[src/assert_macros.svh]
// Assertion macros shared by the convolution engine RTL.
// Included by the top level; empty bodies under SYNTHESIS.
`ifndef ASSERT_MACROS_SVH
`define ASSERT_MACROS_SVH
`ifndef SYNTHESIS
`define ASSERT_IMPLY(label, clk, rst_n, a, b) \
  label: assert property (@(posedge clk) disable iff (!rst_n) (a) |-> (b)) \
    else $error("assertion failed");
`define ASSERT_NEXT(label, clk, rst_n, a, b) \
  label: assert property (@(posedge clk) disable iff (!rst_n) (a) |=> (b)) \
    else $error("assertion failed");
`else
`define ASSERT_IMPLY(label, clk, rst_n, a, b)
`define ASSERT_NEXT(label, clk, rst_n, a, b)
`endif
`endif

[src/cnv_pkg.sv]
// Package for the 3x3 convolution engine: opcodes, status codes, FSM state,
// controller/datapath command and status structs. No dependencies.
`timescale 1ns / 1ps
package cnv_pkg;
  localparam int unsigned TAPS = 9;
  localparam int unsigned VAL_W = 16;
  localparam int unsigned ACC_W = 48;

  typedef enum logic [1:0] {
    OP_LOAD_WEIGHT = 2'd0,
    OP_LOAD_BIAS   = 2'd1,
    OP_LOAD_SOURCE = 2'd2,
    OP_COMPUTE     = 2'd3
  } opcode_t;

  typedef enum logic [1:0] {
    ST_OK        = 2'd0,
    ST_SATURATED = 2'd1,
    ST_OUTSIDE   = 2'd2
  } status_t;

  typedef enum logic [2:0] {
    S_IDLE,
    S_BIAS,
    S_MAC,
    S_DRAIN,
    S_ROUND,
    S_OUT
  } state_t;

  // Controller -> datapath
  typedef struct packed {
    logic load_bias;   // acc <= bias * 2^14 (bias read data valid)
    logic issue;       // issue memory reads at current counters
    logic clear_cnt;   // reset channel/tap counters
    logic mac_en;      // product stage valid flows into accumulator
    logic round_en;    // round, saturate, rectify into result register
    logic set_outside; // result register <= 0, status outside
  } dp_cmd_t;

  // Datapath -> controller
  typedef struct packed {
    logic last_issue;  // current counters address the final tap
    logic pipe_empty;  // no MAC in flight
    logic no_channels; // channel count is zero
  } dp_stat_t;
endpackage

[src/cnv_ctrl.sv]
// Controller FSM for the convolution engine: sequences bias load, the
// channel/tap MAC walk, pipeline drain, rounding and result hand-off.
// Depends on cnv_pkg.
`timescale 1ns / 1ps
module cnv_ctrl (
  input  logic              clk,
  input  logic              rst_n,
  input  logic              start,
  input  logic              outside,
  input  logic              out_taken,
  input  cnv_pkg::dp_stat_t stat,
  output cnv_pkg::dp_cmd_t  cmd,
  output logic              busy,
  output logic              out_valid
);
  import cnv_pkg::*;

  state_t state_r, state_nxt;

  // Hold state
  always_ff @(posedge clk) begin
    if (!rst_n) begin
      state_r <= S_IDLE;
    end else begin
      state_r <= state_nxt;
    end
  end

  // Next state and commands
  always_comb begin
    state_nxt = state_r;
    cmd = '0;
    busy = 1'b1;
    out_valid = 1'b0;
    case (state_r)
      S_IDLE: begin
        busy = 1'b0;
        cmd.clear_cnt = 1'b1;
        if (start) begin
          if (outside) begin
            cmd.set_outside = 1'b1;
            state_nxt = S_OUT;
          end else begin
            state_nxt = S_BIAS;
          end
        end
      end
      S_BIAS: begin
        cmd.load_bias = 1'b1;
        state_nxt = stat.no_channels ? S_DRAIN : S_MAC;
      end
      S_MAC: begin
        cmd.issue = 1'b1;
        cmd.mac_en = 1'b1;
        if (stat.last_issue) state_nxt = S_DRAIN;
      end
      S_DRAIN: begin
        cmd.mac_en = 1'b1;
        if (stat.pipe_empty) state_nxt = S_ROUND;
      end
      S_ROUND: begin
        cmd.round_en = 1'b1;
        state_nxt = S_OUT;
      end
      S_OUT: begin
        out_valid = 1'b1;
        if (out_taken) state_nxt = S_IDLE;
      end
      default: state_nxt = S_IDLE;
    endcase
  end
endmodule

[config.mk]
export PLATFORM = sky130hd
export DESIGN_NAME = cnv_ctrl
export DESIGN_NICKNAME = d
export VERILOG_FILES = /design/src/assert_macros.svh /design/src/cnv_pkg.sv /design/src/cnv_ctrl.sv
export SDC_FILE = /design/constraint.sdc
export NUM_CORES = 1
export LEC_CHECK = 0
export CAP_MARGIN = 10
export CELL_PAD_IN_SITES_DETAIL_PLACEMENT = 1
export CELL_PAD_IN_SITES_GLOBAL_PLACEMENT = 1
export CORE_AREA = 2 2 39 41
export CTS_CLUSTER_DIAMETER = 60
export DETAILED_ROUTE_END_ITERATION = 8
export DIE_AREA = 0 0 41 43
export DONT_BUFFER_PORTS = 1
export GPL_TIMING_DRIVEN = 0
export HOLD_SLACK_MARGIN = 0.06
export PLACE_DENSITY_LB_ADDON = 0.12
export SYNTH_ARGS = -nofsm -noshare
export SYNTH_HDL_FRONTEND = slang
export SYNTH_SLANG_ARGS = --single-unit
[constraint.sdc]
create_clock -name clk -period 1.4 [get_ports clk]
set_input_delay 0.14 -clock clk [delete_from_list [all_inputs] [get_ports clk]]
set_output_delay 0.14 -clock clk [all_outputs]
set_load 0.03 [all_outputs]
# Word-level counts from Yosys, hierarchy flattened
# Cells that the tools add are included.
dict set report word_totals {
  reg_bits 3
  output_inout_bits 8
  inputBits 8
}
dict set report op_classes {
  mux 17
  n_reduce_logical 3
  eq_ne 9
}
# cell count
set op_table {}
lappend op_table {{$pmux 3 s6} 1}
lappend op_table {{$mux 3} 5}
lappend op_table {{$mux 1} 11}
lappend op_table {{$ne 2x2->1 const B} 4}
lappend op_table {{$eq 3x2->1 const B} 2}
lappend op_table {{$eq 3x3->1 const B} 2}
lappend op_table {{$reduce_and 4->1} 1}
lappend op_table {{$eq 3x1->1 const B} 1}
lappend op_table {{$logic_not 3->1} 1}
lappend op_table {{$reduce_or 2->1} 1}

# Longest topological paths before layout
dict set report logic_depth {
  depth_word 3
  mapped_depth 4
  depth_no_buf 3
}

# Worst setup path after synthesis
# No wires, ideal clock.
dict set report synth_path {
  kind {flip-flop to output port}
  start {register state_r[2]}
  end {output cmd[0] (netlist bit)}
  arrival_time_ps 1371
  path_buffers 1
  setup_slack_ps -111
  t_required_ps 1260
  path_stages_with_launch 5
  cell_sequence {dfxtp_1 buf_6 or3_4 inv_2 and3_1}
}
# item line_no
set synth_rtl {}
lappend synth_rtl {{start, declared} cnv_ctrl.sv:18} ;# state_t state_r, state_nxt;
lappend synth_rtl {{start signal, assigned} cnv_ctrl.sv:25} ;# state_r <= state_nxt;
lappend synth_rtl {{end, declared} cnv_ctrl.sv:12} ;# output cnv_pkg::dp_cmd_t cmd,

==> metrics.yaml <==
finalMaxSlewViolations: 0
die_area_um2: 1760
grt_first_pass_wirelength_mm: 1.41
h_tree_level_count: 1
post_synthesis_net_count: 40
worstRegToRegCells: 6
critPathBufInv: 1
area_added_between_synthesis_and_finish_pct: 67.3
p_leak_nw: 0.187
cts.path.max_buffers: 2
timing.reg2reg.setup_slack_ns: -0.02
hold_path_end: "state_r[1]"
p_seq_share_pct: 15.9
timing.max_cap.violations: 0
drt.antenna.violating_nets: 0
place_hpwl_um: 571
total_power_w: 0.00121
clock_skew_ns: 0.00141
worstPathArrival_ns: 1.41
first_pass_iters: 3
p_sw_share_pct: 50.2
cts_tree: "built"
path_clk_slew_ns: 0.04
power_per_cell_area_nw_per_um2: 2590
crit_path_start_kind: "flop"
clock-root-buffer: "sky130_fd_sc_hd__clkbuf_4"
floorplan.core_area_um2: 1380
number_of_antenna_violations_at_the_first_check_in_global_routing: 0
first_global_vias: 317
num_vias: 296
worst_path_max_delay_cell: "sky130_fd_sc_hd__or3_4"
cts_buffers: 3
end_kind: "output pin"
worst_hold_path_type: "in -> reg"
die_span_in_y_um: 43
intPower_w: 0.000602
rr_endpoint: "state_r[0]"
grt.total_usage_pct: 12.6
fill_cells: 164
final_critical_path_setup_slack_ns: -0.148
fin_util_pct: 33.7
biggestRegsByFlops: "state_r: 3 flops"
most-common-layout-cells: "sky130_fd_sc_hd__buf_6 (4), sky130_fd_sc_hd__buf_4 (4), sky130_fd_sc_hd__clkbuf_4 (3)"
setup-violations-final: 4
tritoncts_num_sinks: 3
count_of_unique_library_cells_instantiated_by_yosys: 24
ys_seq_elements: 3
cp_slowest_stage_delay_ns: 0.47
fraction_of_the_mapped_netlist_area_in_compound_gates_pct: 24.7
ios: 16
drive_gt1_share_pct: 61.4
fin_setup_tns_ns: -0.208
grt_setup_unrepaired: "true"
post-route-min-period_ns: 1.55
n_antenna_cell: 0
clock.fmax_ghz: 0.646
grt_overflow: 0
worstReg2RegStart: "state_r[2]"
hold_depth: 2
timing.slew.headroom_pct: 74.4
gate_count_of_the_mapped_netlist: 32
fp.dieW_um: 41
routed_wl_um: 897
synth_top_family_by_area: "simple AND/OR/NAND/NOR gates"
synth_fa_ha_area_share_pct: 0
clock_power_share_pct: 12.5
number_of_flip_flops_in_the_largest_register: 3
largest_net_degree_at_the_start_of_global_routing: 11
synth_warnings: 0
top_register: "state_r"
critical_path_peak_fanout: 4
floorplan.initialDensity_pct: 20.2
placement.io_buffers: 0
crit_type: "reg -> out"
synth-xor-area-share_pct: 0
remaining_drc_errors: 0
placementRows: 14
via_per_inst: 4.93
crit_required_ns: 1.26
p_sw_w: 0.000608
final_hold_viol_count: 0
routabilityCongestion: 0.654
peakVddDrop_v: 0.000730
post_synth.cell_area_avg_um2: 8.72
outcome: "complete, but fails checks"
syn_area_um2: 279
multiplexer_share_of_the_synthesized_area_pct: 7.17
power.share.combinational_pct: 71.7
synth-simple-area-share_pct: 36.3
layout.nets: 53
drt_iter0_markers: 4
critical-path-top-delay-family: "simple AND/OR/NAND/NOR gates"
portion_of_the_clock_cycle_consumed_by_the_worst_path_in_the_final_layout_pct: 111
drt-wirelength-per-cell_um: 15.0
insertion_delay_ns: 0.23
least_margin_pin_slew_ns: 0.384
dp_slack_ns: -0.0835
timing.critical_path.cells: "or3_4 > inv_6 > and3_4"
yosysSeqAreaShare_pct: 21.5
hp-start: "rst_n"
violations: "negative setup slack"
[cells in the mapped netlist (all sizes together)]
master  instances  area share [%]
a31oi           1             2.2
nor4            1             4.5
buf             3             7.6
nor3b           3             8.1
dfxtp           3              22
nor2b           2             5.4
and4bb          1             4.5
nor3            1             1.8
or3             1             4.0
mux2i           2             7.2
a211oi          1             4.5
and3            2             4.5
nand2           1             1.3
o221a           1             4.0
nand2b          1             2.2
o21a            1             2.7
o21ai           1             1.8
o211ai          1             2.7
o22a            1             3.1
a21oi           2             3.6
inv             2             2.7
[worst max-delay path by stage]
stage / endpoint / start / slack [ns] / cells past startpoint
6_report: cmd[0] / state_r[2] / -0.15 / 3
5_1_grt: cmd[0] / state_r[0] / -0.19 / 3
4_1_cts: cmd[0] / state_r[2] / -0.17 / 4
3_5_place_dp: cmd[0] / state_r[2] / -0.08 / 4
3_3_place_gp: cmd[0] / state_r[2] / -0.08 / 4
2_1_floorplan: cmd[0] / state_r[2] / -0.06 / 4
[worst reg2reg max path, stage by stage (launching register included)]
cell	delay, ns
sky130_fd_sc_hd__dfxtp_4	0.34
sky130_fd_sc_hd__buf_4	0.13
sky130_fd_sc_hd__buf_6	0.11
sky130_fd_sc_hd__buf_6	0.11
sky130_fd_sc_hd__and4bb_2	0.21
sky130_fd_sc_hd__a211oi_2	0.22
sky130_fd_sc_hd__mux2i_1	0.21
[cells by family (layout without fill, tap and decap cells)]
| group | Yosys count | after routing |
|---|---|---|
| compound gates | 9 | 9 |
| buf+inv | 5 | 17 |
| flops | 3 | 3 |
| mux | 2 | 2 |
| simple gates | 13 | 13 |
[power by group through the flow]
stage / logic [W] / clock network, W / registers [W]
floorplan: 0.000575 / 0 / 0.000155
global route: 0.000923 / 0.000171 / 0.000198
detailed placement: 0.000639 / 0 / 0.000168
CTS: 0.000819 / 0.000158 / 0.000175
global placement: 0.000631 / 0 / 0.000166
finish: 0.000867 / 0.000151 / 0.000192
[through the flow]
| step | cell area [µm²] | hold slack, ns | cells |
|---|---|---|---|
| after global routing | 467 | 0.0721 | 60 |
| after CTS | 429 | 0.0668 | 57 |
| after floorplan | 293 | 0.251 | 32 |
| after global placement | 313 | 0.266 | 48 |
| final | 467 | 0.0712 | 60 |
| after detailed placement | 313 | 0.263 | 48 |
[area by class of cell]
class / count / area, µm² / share of cell area (%)
Buffer: 2 / 16.3 / 3.49
Clock buffer: 4 / 26.3 / 5.63
Inverter: 2 / 12.5 / 2.68
Multi-Input combinational cell: 24 / 241 / 51.7
Sequential cell: 3 / 66.3 / 14.2
Tap cell: 16 / 20.0 / 4.29
Timing Repair Buffer: 9 / 83.8 / 18.0
[per-layer routing]
metal,global-route usage [%],part of all wire (%)
met3,6.81,5.0
met2,18.8,54
met5,0,0
met4,6.00,0
met1,13.8,41
[what timing repair did]
action                                  4_1_cts  5_1_grt
hold endpoints to repair                      3        0
hold buffers                                  2        0
resized for setup                            12        6
endpoints found under the setup margin        6        6
pin swaps                                     2        5
buffers inserted                              3        4
(Power assumes the default switching activity.)
